$ cat src/hdl/pip_pkg.sv
// Shared types, constants and helpers for the point-in-convex-polygon block.
`timescale 1ns / 1ps
`default_nettype none

package pip_pkg;

  // Vertex store size and derived widths
  localparam int MAX_VERTICES = 1024;
  localparam int ADDR_W       = $clog2(MAX_VERTICES);
  localparam int CNT_W        = $clog2(MAX_VERTICES + 1);

  // Field widths
  localparam int COORD_W  = 31;
  localparam int DIFF_W   = COORD_W + 1;
  localparam int PROD_W   = 2 * DIFF_W;
  localparam int ACTION_W = 2;

  // Command queue between front end and engine
  localparam int FIFO_DEPTH = 4;
  localparam int FIFO_AW    = $clog2(FIFO_DEPTH);

  // Action codes as carried on the input tuser
  typedef enum logic [ACTION_W-1:0] {
    OP_CLEAR  = 2'd0,
    OP_APPEND = 2'd1,
    OP_QUERY  = 2'd2
  } op_e;

  typedef logic signed [COORD_W-1:0] coord_t;

  // Decoded command handed to the engine
  typedef struct packed {
    op_e    op;
    coord_t x;
    coord_t y;
  } cmd_t;

  // Engine status seen by the top level
  typedef struct packed {
    logic [CNT_W-1:0] cnt;
    logic             dropped;
    logic             res_load;
    logic             res_inside;
  } stat_t;

  // Sign-extend a coordinate by one bit for exact differences
  function automatic logic signed [DIFF_W-1:0] sext(input coord_t v);
    return $signed({v[COORD_W-1], v});
  endfunction

endpackage

`default_nettype wire

$ cat src/hdl/pip_front.sv
// Input front end: takes stream transfers, decodes the action and drops unused codes.
`timescale 1ns / 1ps
`default_nettype none

module pip_front (
  input  wire logic                           clk_i,
  input  wire logic                           rst_ni,
  input  wire logic                           s_axis_tvalid,
  output logic                                s_axis_tready,
  input  wire logic [63:0]                    s_axis_tdata,
  input  wire logic [pip_pkg::ACTION_W-1:0]   s_axis_tuser,
  input  wire logic                           fifo_rdy_i,
  output logic                                cmd_vld_o,
  output pip_pkg::cmd_t                       cmd_o
);

  logic          vld_q, vld_d;
  pip_pkg::cmd_t cmd_q, cmd_d;
  logic          accept;
  logic          keep;

  assign s_axis_tready = !vld_q || fifo_rdy_i;
  assign accept        = s_axis_tvalid && s_axis_tready;

  // Classify the action; the spare code is swallowed here
  always_comb begin
    keep     = 1'b0;
    cmd_d.op = pip_pkg::OP_CLEAR;
    case (s_axis_tuser)
      pip_pkg::OP_CLEAR:  begin keep = 1'b1; cmd_d.op = pip_pkg::OP_CLEAR;  end
      pip_pkg::OP_APPEND: begin keep = 1'b1; cmd_d.op = pip_pkg::OP_APPEND; end
      pip_pkg::OP_QUERY:  begin keep = 1'b1; cmd_d.op = pip_pkg::OP_QUERY;  end
      default:            keep = 1'b0;
    endcase
    cmd_d.x = s_axis_tdata[pip_pkg::COORD_W-1:0];
    cmd_d.y = s_axis_tdata[2*pip_pkg::COORD_W-1:pip_pkg::COORD_W];
  end

  // Holding register valid
  always_comb begin
    vld_d = vld_q;
    if (accept) begin
      vld_d = keep;
    end else if (fifo_rdy_i) begin
      vld_d = 1'b0;
    end
  end

  always_ff @(posedge clk_i or negedge rst_ni) begin
    if (!rst_ni) begin
      vld_q <= 1'b0;
    end else begin
      vld_q <= vld_d;
    end
  end

  always_ff @(posedge clk_i) begin
    if (accept) begin
      cmd_q <= cmd_d;
    end
  end

  assign cmd_vld_o = vld_q;
  assign cmd_o     = cmd_q;

endmodule

`default_nettype wire

$ cat config.mk
export PLATFORM = sky130hd
export DESIGN_NAME = pip_front
export DESIGN_NICKNAME = d
export VERILOG_FILES = /design/src/hdl/pip_pkg.sv /design/src/hdl/pip_front.sv
export SDC_FILE = /design/constraint.sdc
export NUM_CORES = 1
export LEC_CHECK = 0
export BUFFER_PORTS_ARGS = -buffer_cell sky130_fd_sc_hd__buf_2
export CAP_MARGIN = 20
export CORE_MARGIN = 3
export CORE_UTILIZATION = 42
export CTS_BUF_LIST = sky130_fd_sc_hd__clkbuf_2 sky130_fd_sc_hd__clkbuf_4 sky130_fd_sc_hd__clkbuf_8
export CTS_CLUSTER_SIZE = 20
export DETAILED_ROUTE_END_ITERATION = 16
export HOLD_SLACK_MARGIN = 0.12
export PLACE_DENSITY = 0.87
export SYNTH_ARGS = -nofsm -noshare
export SYNTH_HDL_FRONTEND = slang
export SYNTH_SLANG_ARGS = --single-unit
$ cat constraint.sdc
create_clock -name clk_i -period 1.52 [get_ports clk_i]
set_input_delay 0.152 -clock clk_i [delete_from_list [all_inputs] [get_ports clk_i]]
set_output_delay 0.152 -clock clk_i [all_outputs]
set_load 0.005 [all_outputs]
* Word level (Yosys, flattened, before mapping) *
Index checks and enable logic that the tools add are counted.

storage, ports and cells
  word-level logic and storage cells = 16
  register bits after elaboration = 65
  input port bits = 70
  output and inout bits = 66

operators by class
  muxes and demuxes = 4
  equal/unequal tests = 2
  reductions and logical operators = 6

operators by type and width
  operator                                                         count
  2-bit one-hot mux with 2 select lines                            1
  1-bit two-way mux                                                3
  3-bit OR reduction                                               1
  2-bit by 1-bit == test with 1-bit output, second input constant  1
  2-bit == test, second input constant                             1
  2-bit zero test                                                  1
  2-bit nonzero test                                               1
  1-bit logical AND                                                1
  1-bit zero test                                                  1
  1-bit logical OR                                                 1

* Longest topological paths before layout *
  word-level depth = 4
  mapped depth = 2
  mapped depth without buffers = 2

* Least setup slack after synthesis *
Ideal clock, no wire load.

  path type = register to register
  start = reg vld_q (netlist: cmd_vld_o)
  end = reg cmd_q, in the netlist cmd_o[0] (enable)
  path slack = 0.109 ns
  arrival = 1.034 ns
  clock period less this slack = 1.411 ns
  path buffers = 0
  cell stages (with the launch flop) = 3
  required time = 1.143 ns
  library setup time = 0.377 ns
  cell sequence = dfrtp_1 nand2b_4 and2_4

on the way
  longest elaborated chain between the ends = 3

RTL lines
  item                     line             text
  start, declared          pip_front.sv:17  logic vld_q, vld_d;
  start signal, assigned   pip_front.sv:53  vld_q <= vld_d;
  1-bit zero test          pip_front.sv:22  assign s_axis_tready = !vld_q || fifo_rdy_i;
  1-bit logical OR         pip_front.sv:22
  named net s_axis_tready  pip_front.sv:9   output logic s_axis_tready,
  1-bit logical AND        pip_front.sv:23  assign accept = s_axis_tvalid && s_axis_tready;
  named net accept         pip_front.sv:19  logic accept;
  end signal, assigned     pip_front.sv:59  cmd_q <= cmd_d;
  end, declared            pip_front.sv:18  pip_pkg::cmd_t cmd_q, cmd_d;

The timed path passes the listed nets, and every way through them passes these cells.
A chain may end at the register's enable or synchronous reset.

* Worst setup path after layout *
  start = in s_axis_tuser[0] in the netlist's numbering
  end = reg vld_q (netlist: cmd_vld_o)

on the way
  longest elaborated chain between the ends = 4
  elaborated cells on any way between the ends = 6
  classes of those cells = eq/ne: 2; mux: 2; reduce/logical: 2

RTL lines
  item                                         line             text
  start, declared                              pip_front.sv:11  input wire logic [pip_pkg::ACTION_W-1:0] s_axis_tuser,
  2-bit == test, or another cell as far along  pip_front.sv:29  case (s_axis_tuser)
  3-bit OR reduction (no source line) (*)      -
  1-bit two-way mux (*)                        pip_front.sv:29
  1-bit two-way mux (*)                        pip_front.sv:42  if (accept) begin

Every way passes the cells marked *; elsewhere a longest branch is shown, timed or not.

==> results.json <==
{
  "cts_max_level": 3,
  "track_usage": 0.239,
  "min_period_ps": 1400,
  "cts_tree": "done",
  "clk_latency_ps": 340,
  "cp_top_family": "buffers and inverters",
  "final_core_util": 0.808,
  "grt-ovfl-total": 0,
  "diodes": 0,
  "ys_ff_latch": 65,
  "cts_buffer_depth": 2,
  "rows": 24,
  "cp_data_arrival_time_ps": 1660,
  "finalMaxSlewViolations": 0,
  "critPathKind": "primary input to flip-flop",
  "max_stage_delay_ps": 560,
  "syn_avg_cell_area_um2": 28.1,
  "yosys.area.top_type": "edfxtp_1",
  "cts_root_buf": "clkbuf_8",
  "netlist_top_cells_area": "edfxtp_1 (96%), dfrtp_1 (1.3%), nand2b_4 (0.69%)",
  "startpoint_type": "primary input",
  "vias": 1574,
  "wl_per_cell_um": 18.1,
  "endpoint_kind": "flip-flop",
  "drt-pass1-iter-count": 4,
  "nFillCells": 225,
  "leakage_nw": 1.56,
  "synthToLayoutAreaGrowth_pct": 81.3,
  "coreArea_um2": 4470,
  "setup_viol": 0,
  "io_pins": 136,
  "path_cells": "dlygate4sd3_1, buf_2, a21bo_1, dlygate4sd3_1, nand2_1",
  "grt_max_degree": 34,
  "ys_seq_area_frac": 0.976,
  "syn_area_um2": 2000,
  "drt-total-wl_um": 6210,
  "slew_headroom": 0.880,
  "grt_pass1_vias": 1787,
  "antenna_found_initial": 0,
  "drc": 0,
  "hold_viol": 0,
  "port_buffers": 133,
  "netlist.area_leader.share": 0.963,
  "synth_cells": 71,
  "run_status": "finished clean",
  "cts_sinks": 65,
  "post_cts_resized": 0,
  "vdd.ir_drop.worst_uv": 789,
  "post-dp-hpwl_um": 3210,
  "crit_fanout": 3,
  "fp.dieW_um": 74.9,
  "drtIter0Drc": 64,
  "grt_pass1_wl_um": 9160,
  "clkTransAtPathRegs_ps": 70,
  "die_area_um2": 5610,
  "die_y_um": 74.9,
  "powerDensity_nw_per_um2": 1060,
  "layout.nets": 355,
  "start_util": 0.446,
  "tns_ps": 0,
  "fmax_mhz": 715,
  "path_buf_inv": 3,
  "detail-route-antenna-nets": 0,
  "drv_cap": 0,
  "vias_per_cell": 4.60,
  "register_area_um2": 1950,
  "final_layout_size_suffix_gt1_frac": 0.528,
  "path_common_cell": "dlygate4sd3_1",
  "holdCritPathClass": "primary input to flip-flop",
  "rrSetupSlack_ps": 290,
  "synth.net_count": 141,
  "routabilityCongestion": 0.644,
  "synth_warnings": 0,
  "cp_slowest_cell": "dlygate4sd3_1",
  "rsz0062_at_grt": "no",
  "numCtsBuffers": 9,
  "yosys.cell_types.count": 7,
  "required_ps": 1780,
  "finalCritPeriodShare": 0.920,
  "tightest_slew_ps": 180,
  "multi_input_area_um2": 48.8,
  "fin_skew_ps": 8.90
}
-- metal layers --
layer / up-vias / GRT usage / routed length [um]
met5: - / 0 / 0
met4: 0 / 0.128 / 196
met3: 18 / 0.101 / 646
met2: 107 / 0.409 / 3340
met1: 739 / 0.247 / 2020
li1: 710 / - / -
-- synth_stat cells (all sizes together) --
cell type / n
edfxtp: 64
nand2b: 1
nand2: 1
dfrtp: 1
a21bo: 1
and2: 1
nor2b: 2
-- final cells by class --
type                            instances  area share
Timing Repair Buffer                  203       0.383
Clock inverter                          7      0.0128
Multi-Input combinational cell          6      0.0135
Sequential cell                        65       0.538
Tap cell                               52      0.0180
Clock buffer                            9      0.0342
-- worst min-delay path: cells and delay by family --
family,cells,cell delay (ps)
simple gates,1,160
buf+inv,2,280
-- final timing paths --
| kind | startpoint | end | cells after the start |
|---|---|---|---|
| min | s_axis_tvalid | cmd_o[31]$_DFFE_PP_ | 3 |
| min reg2reg | cmd_vld_o$_DFFE_PN0P_ | cmd_vld_o$_DFFE_PN0P_ | 2 |
| max | s_axis_tuser[0] | cmd_vld_o$_DFFE_PN0P_ | 5 |
| max reg2reg | cmd_vld_o$_DFFE_PN0P_ | cmd_o[38]$_DFFE_PP_ | 3 |
| max in group asynchronous | rst_ni | cmd_vld_o$_DFFE_PN0P_ | 3 |
| min in group asynchronous | rst_ni | cmd_vld_o$_DFFE_PN0P_ | 3 |
-- power breakdown --
group / switching (W) / total (W) / internal, W
clock: 0.000670 / 0.00126 / 0.000587
combinational: 0.000171 / 0.000433 / 0.000262
sequential: 0.0000330 / 0.00213 / 0.00210
total: 0.000873 / 0.00382 / 0.00295
-- cells by family (layout without fill, tap and decap cells) --
logic type	Yosys count	after routing	synth area share
flops	65	65	0.976
simple gates	5	5	0.0194
compound gates	1	1	0.00502
buf+inv	0	219	0
-- repair_timing --
action,in CTS,in global routing
setup buffers,0,0
hold endpoints to repair,66,0
hold buffers,68,0
-- registers in the layout (all words and copies together) (netlist names) --
register,flops
cmd_o,64
cmd_vld_o,1
-- per-stage QoR --
| step | area, um^2 | setup slack [ps] | std cells | total power, W | hold WS (ps) |
|---|---|---|---|---|---|
| floorplan | 2000 | 109 | 71 | 0.00223 | -144 |
| global placement | 2770 | 364 | 258 | 0.00243 | -72.3 |
| detailed placement | 2770 | 331 | 258 | 0.00245 | -71.6 |
| CTS | 3620 | 212 | 342 | 0.00381 | 417 |
| global route | 3620 | 101 | 342 | 0.00396 | 433 |
| finish | 3620 | 122 | 342 | 0.00382 | 442 |
-- cells in the final DEF, fill, tap and decap left out --
cell           netlist  final
clkbuf_8             0      9
dfrtp_1              1      1
a21bo_1              1      1
and2_4               1      1
nand2_1              1      1
clkinvlp_4           0      3
buf_2                0    133
edfxtp_1            64     64
inv_6                0      1
nand2b_4             1      1
nor2b_1              2      2
dlygate4sd3_1        0     68
buf_12               0      2
clkinv_2             0      3
(Power assumes the default switching activity.)
