## src/hdl/pip_pkg.sv

```systemverilog
// Shared types, constants and helpers for the point-in-convex-polygon block.
`timescale 1ns / 1ps
`default_nettype none

package pip_pkg;

  // Vertex store size and derived widths
  localparam int MAX_VERTICES = 1024;
  localparam int ADDR_W       = $clog2(MAX_VERTICES);
  localparam int CNT_W        = $clog2(MAX_VERTICES + 1);

  // Field widths
  localparam int COORD_W  = 31;
  localparam int DIFF_W   = COORD_W + 1;
  localparam int PROD_W   = 2 * DIFF_W;
  localparam int ACTION_W = 2;

  // Command queue between front end and engine
  localparam int FIFO_DEPTH = 4;
  localparam int FIFO_AW    = $clog2(FIFO_DEPTH);

  // Action codes as carried on the input tuser
  typedef enum logic [ACTION_W-1:0] {
    OP_CLEAR  = 2'd0,
    OP_APPEND = 2'd1,
    OP_QUERY  = 2'd2
  } op_e;

  typedef logic signed [COORD_W-1:0] coord_t;

  // Decoded command handed to the engine
  typedef struct packed {
    op_e    op;
    coord_t x;
    coord_t y;
  } cmd_t;

  // Engine status seen by the top level
  typedef struct packed {
    logic [CNT_W-1:0] cnt;
    logic             dropped;
    logic             res_load;
    logic             res_inside;
  } stat_t;

  // Sign-extend a coordinate by one bit for exact differences
  function automatic logic signed [DIFF_W-1:0] sext(input coord_t v);
    return $signed({v[COORD_W-1], v});
  endfunction

endpackage

`default_nettype wire

```

## src/hdl/pip_cmd_fifo.sv

```systemverilog
// Short command queue between the front end and the engine.
`timescale 1ns / 1ps
`default_nettype none

module pip_cmd_fifo (
  input  wire logic                       clk_i,
  input  wire logic                       rst_ni,
  input  wire logic                       push_i,
  input  wire pip_pkg::cmd_t              push_cmd_i,
  output logic                            rdy_o,
  input  wire logic                       pop_i,
  output logic                            vld_o,
  output pip_pkg::cmd_t                   head_o,
  output logic [pip_pkg::FIFO_AW:0]       level_o
);

  pip_pkg::cmd_t                   slot_q [pip_pkg::FIFO_DEPTH];
  logic [pip_pkg::FIFO_AW-1:0]     wr_ptr_q, rd_ptr_q;
  logic [pip_pkg::FIFO_AW:0]       level_q;
  logic                            do_push, do_pop;

  assign rdy_o   = level_q != (pip_pkg::FIFO_AW + 1)'(pip_pkg::FIFO_DEPTH);
  assign vld_o   = level_q != '0;
  assign do_push = push_i && rdy_o;
  assign do_pop  = pop_i && vld_o;
  assign head_o  = slot_q[rd_ptr_q];
  assign level_o = level_q;

  // Pointers and fill level
  always_ff @(posedge clk_i or negedge rst_ni) begin
    if (!rst_ni) begin
      wr_ptr_q <= '0;
      rd_ptr_q <= '0;
      level_q  <= '0;
    end else begin
      if (do_push) begin
        wr_ptr_q <= wr_ptr_q + 1'b1;
      end
      if (do_pop) begin
        rd_ptr_q <= rd_ptr_q + 1'b1;
      end
      if (do_push && !do_pop) begin
        level_q <= level_q + 1'b1;
      end else if (do_pop && !do_push) begin
        level_q <= level_q - 1'b1;
      end
    end
  end

  always_ff @(posedge clk_i) begin
    if (do_push) begin
      slot_q[wr_ptr_q] <= push_cmd_i;
    end
  end

endmodule

`default_nettype wire

```

## config.mk

```make
export PLATFORM = sky130hd
export DESIGN_NAME = pip_cmd_fifo
export DESIGN_NICKNAME = d
export VERILOG_FILES = /design/src/hdl/pip_pkg.sv /design/src/hdl/pip_cmd_fifo.sv
export SDC_FILE = /design/constraint.sdc
export NUM_CORES = 1
export LEC_CHECK = 0
export BUFFER_PORTS_ARGS = -buffer_cell sky130_fd_sc_hd__buf_2
export CAP_MARGIN = 20
export CORE_ASPECT_RATIO = 0.5
export CORE_MARGIN = 1
export CORE_UTILIZATION = 57
export CTS_CLUSTER_SIZE = 10
export DETAILED_ROUTE_END_ITERATION = 8
export HOLD_SLACK_MARGIN = 0.12
export PLACE_DENSITY = 0.79
export RECOVER_POWER = 50
export SLEW_MARGIN = 25
export SYNTH_ARGS = -nofsm -noshare
export SYNTH_HDL_FRONTEND = slang
export SYNTH_SLANG_ARGS = --single-unit
```

## constraint.sdc

```tcl
create_clock -name clk_i -period 3.9 [get_ports clk_i]
set_clock_uncertainty 0.15 [all_clocks]
set_input_delay 0.195 -clock clk_i [delete_from_list [all_inputs] [get_ports clk_i]]
set_output_delay 0.195 -clock clk_i [all_outputs]
set_load 0.05 [all_outputs]
```

# Yosys cells after proc, flatten, opt, wreduce, memory -nomap -nowiden
# Memories as Yosys holds them, arrays and structs flattened.
# Index checks and enable logic that the tools add are counted.
dict set report totals {
  elab_cells 21
  in_bits 68
  latch_bits 0
  rom_bits 0
  memories 1
  mem_bits_rw 256
  reg_bits 7
}
# memory depth word_bits rd rd_clocked_by_memory_dff wr line
set mem_list {}
lappend mem_list {slot_q 4 64 1 0 1 pip_cmd_fifo.sv:17} ;# pip_pkg::cmd_t slot_q [pip_pkg::FIFO_DEPTH];
dict set report classes {
  n_mul 0
  n_bitwise 0
  magnitude_cmp 0
  n_addsub 4
  n_mux 4
  reduce_logical 8
  n_shift 0
  div_mod_pow 0
  eq_ne 1
}
# op count
set op_table {}
lappend op_table {{3-bit 2-to-1 mux} 2}
lappend op_table {{2-bit by 1-bit adder with 2-bit output (second input constant)} 2}
lappend op_table {{1-bit logical AND} 4}
lappend op_table {{3-bit by 1-bit adder with 3-bit output (second input constant)} 1}
lappend op_table {{3-bit != test (second input constant)} 1}
lappend op_table {{3-bit nonzero test} 1}
lappend op_table {{3-bit by 1-bit subtractor with 3-bit output (second input constant)} 1}
lappend op_table {{1-bit logical NOT} 2}
lappend op_table {{1-bit 2-to-1 mux} 2}
lappend op_table {{2-bit nonzero test} 1}

# Logic depth before layout (Yosys ltp)
dict set report logic_depth {
  ltp_word 6
  ltp_mapped 8
}

# Least setup slack after synthesis
# OpenSTA, ideal clock, no wires.
dict set report synth_timing {
  kind {register to register}
  start {reg level_q, in the netlist level_o[0]}
  end {mem slot_q[0][0] (netlist name), enable pin}
  t_arrival_ns 2.656
  stages_incl_launch_ff 4
  synth_period_minus_slack_ns 3.235
  slack_ns 0.665
  required_ns 3.321
  n_path_buf 0
  path_cell_list {dfrtp_1 nor2_1 a21boi_2 and2_1}
}
dict set report synth_between {
  elab_chain_len 4
}
# item line
set synth_rtl {}
lappend synth_rtl {{start: declaration} pip_cmd_fifo.sv:19} ;# logic [pip_pkg::FIFO_AW:0] level_q;
lappend synth_rtl {{start signal: assignment} pip_cmd_fifo.sv:43} ;# level_q <= level_q + 1'b1;
lappend synth_rtl {{start signal: assignment} pip_cmd_fifo.sv:45} ;# level_q <= level_q - 1'b1;
lappend synth_rtl {{3-bit != test} pip_cmd_fifo.sv:22} ;# assign rdy_o = level_q != (pip_pkg::FIFO_AW + 1)'(pip_pkg::FIFO_DEPTH);
lappend synth_rtl {{1-bit logical AND} pip_cmd_fifo.sv:24} ;# assign do_push = push_i && rdy_o;
lappend synth_rtl {{named net do_push} pip_cmd_fifo.sv:20} ;# logic do_push, do_pop;
lappend synth_rtl {{1-bit 2-to-1 mux} pip_cmd_fifo.sv:51} ;# if (do_push) begin
lappend synth_rtl {{1-bit 2-to-1 mux (implied by the code)} pip_cmd_fifo.sv:52} ;# slot_q[wr_ptr_q] <= push_cmd_i;
lappend synth_rtl {{end: declaration} pip_cmd_fifo.sv:17}
# The timed path passes the listed nets, and every way through them passes these cells.

==> qor.csv <==
metric,value,unit
Final Hold Slack,0.290,ns
ANT nets after route,0,
area grow syn2layout,24.1,%
Power Density,857,nW/µm²
Setup TNS,0,ns
MaxCap Viol Count,0,
Die ar.,17500,µm²
WL/cell,20.6,µm
Hold Path Class,input pin to flip-flop,
clock sinks,263,
post-synthesis cell type count,19,
Synth area leader,edfxtp_1,
final number of max-transition violations,0,
Die W,186,µm
post-route minimum period,2.94,ns
DRC Markers,0,
worst skew pair latency,0.54,ns
Max VDD drop,775,µV
"Seq/Total Area, Yosys",81.6,%
initial antenna violation count,0,
PortBufs,136,
total wire length,17200,µm
syn nets,443,
Fill cells,974,
met2 usage,34.1,%
GRT Total Usage,20.5,%
largest net degree at the start of global routing,65,
Final Net Count,668,
Synth top area share,79.7,%
PostCTS Resize Cnt,0,
Place WS,1.44,ns
clock-pin slew on the worst setup and hold paths,0.06,ns
Fin. Hold Viols,0,
Final period util,75.4,%
DR vias/cell,5.47,
io pins,137,
core area,16500,µm²
# diodes,0,
CTS tree,built,
Pre-antenna DRT Iters,5,
Setup crit end kind,output port,
H-tree depth,1,
crit start category,flip-flop,
Max Root-Sink Buffers,3,
Mapped Area,9640,µm²
Peak Freq,340,MHz
outcome,"complete, no violations",
clk root buf,clkbuf_16,
Final setup viols,0,
Setup WS post-layout,0.961,ns
Sequential Area,7870,µm²
multi-input logic area,1670,µm²
DRT iter0 DRCs,292,
Slew @ Worst Pin,1.01,ns
Worst EP required,3.56,ns
met3 Usage GRT,4.57,%
share of layout cells above drive strength 1,28.7,%
die height,94.0,µm
Pleak,3.99,nW
relative slew slack,32.9,%
first-pass GRT wire length,26400,µm
Setup CP Type,flip-flop to output port,
TritonCTS buffer count,30,
Synth Warn #,0,
vias,4564,
Area contributors post-synth,"edfxtp_1 (80%), mux4_2 (15%), dfrtp_1 (1.8%), ha_1 (0.65%), buf_6 (0.58%)",
Post-Syn Area per Cell,26.1,µm²
Yosys reg bits,263,
gpl congestion,0.673,
total grt overflow,0,
Initial Util,58.5,%
row count,33,
Critical Path AT,2.59,ns
Syn Inst Count,369,
RSZ-0062 raised after global routing,no,
met1 Track Usage GR,27.9,%
post-DP HPWL,9190,µm
most used routing layer,met2,
number of global-route vias before repair,4771,
Crit Path Max Fanout,38,
[per-stage QoR]
stage	area [µm²]	util, %	cells	power, mW
global route	12000	72.6	834	10.7
CTS	12100	73.2	834	10.4
floorplan	9640	-	369	7.12
global placement	10600	64.0	721	7.88
finish	12000	72.6	834	10.3
detailed placement	10600	64.0	721	7.93
[registers in the layout, summed over array words and instances (netlist names)]
| register | count |
|---|---|
| level_o | 3 |
| slot_q | 256 |
| wr_ptr_q | 2 |
| rd_ptr_q | 2 |
[timing repair]
item	CTS	global route
buffers inserted	0	0
hold buffers	68	0
endpoints found under the setup margin	0	0
endpoints found under the hold margin	269	0
[synth_stat cells]
cell type	instances
a21boi_2	1
and2_1	4
buf_2	6
buf_4	2
buf_6	5
clkbuf_1	1
dfrtp_1	7
edfxtp_1	256
fa_1	1
ha_1	5
inv_1	3
mux2_2	2
mux4_2	64
nand2_1	2
nand3_1	1
nor2_1	2
or3_1	1
xnor2_1	4
xor2_1	2
[path summary, 6_finish.rpt]
kind / startpoint / end / slack [ns] / cells after the start
worst max-delay path: rd_ptr_q[0]$_DFFE_PN0P_ / head_o[29] / 0.96 / 3
max in group asynchronous: rst_ni / rd_ptr_q[0]$_DFFE_PN0P_ / 2.81 / 3
worst min register to register: level_o[2]$_DFFE_PN0P_ / level_o[2]$_DFFE_PN0P_ / 0.38 / 1
worst max register to register: level_o[0]$_DFFE_PN0P_ / slot_q[1][23]$_DFFE_PP_ / 1.02 / 3
min in group asynchronous: rst_ni / level_o[1]$_DFFE_PN0P_ / 0.48 / 3
worst min-delay path: push_cmd_i[56] / slot_q[1][56]$_DFFE_PP_ / 0.29 / 2
[cells in the final DEF, fill, tap and decap left out]
cell	instances
dfrtp_2	1
buf_12	1
xor2_1	2
xnor2_1	4
inv_1	3
buf_2	67
dfrtp_1	5
ha_1	5
clkinv_8	1
clkbuf_16	30
or3_1	1
nand3_1	1
buf_4	2
fa_1	1
nand2_1	2
nor2_1	2
mux2_2	2
mux4_2	64
edfxtp_1	256
dfrtp_4	1
dlygate4sd3_1	68
and2_4	4
clkbuf_1	82
a21boi_0	1
inv_6	1
[cells by family (layout without fill, tap and decap cells)]
kind of cell	Yosys count	after routing	synth area share, %
flip-flops	263	263	81.6
XOR/XNOR	6	6	0.545
AO/OA/AOI/OAI	1	1	0.117
AND/OR/NAND/NOR	10	10	0.532
adder cells (fa/ha/maj)	6	6	0.857
multiplexers	66	66	15.2
buffers and inverters	17	255	1.21
[layer usage]
| layer | vias to the layer above | wire length (µm) |
|---|---|---|
| li1 | 2027 | - |
| met1 | 2353 | 7210 |
| met2 | 153 | 8650 |
| met3 | 31 | 952 |
| met4 | 0 | 354 |
| met5 | - | 0 |
[cell type report]
cell class	instances	share of cell area (%)
Clock buffer	43	6.68
Clock inverter	2	0.209
Inverter	3	0.0941
Multi-Input combinational cell	89	13.9
Sequential cell	263	65.8
Tap cell	227	2.37
Timing Repair Buffer	207	10.9
[where the power goes]
part | internal (mW) | leakage, nW | total (mW) | switching, mW
Clock | 1.40 | 0.396 | 2.40 | 1.00
Sequential | 3.76 | 2.42 | 4.03 | 0.278
Combinational | 1.17 | 1.17 | 3.82 | 2.65
Total | 6.32 | 3.99 | 10.3 | 3.93
[critical path: stages (launching register included)]
cell     delay, ns
dfrtp_4       0.92
buf_12        0.34
mux4_2        0.54
buf_2         0.23
Power figures use the tool's default switching activity.
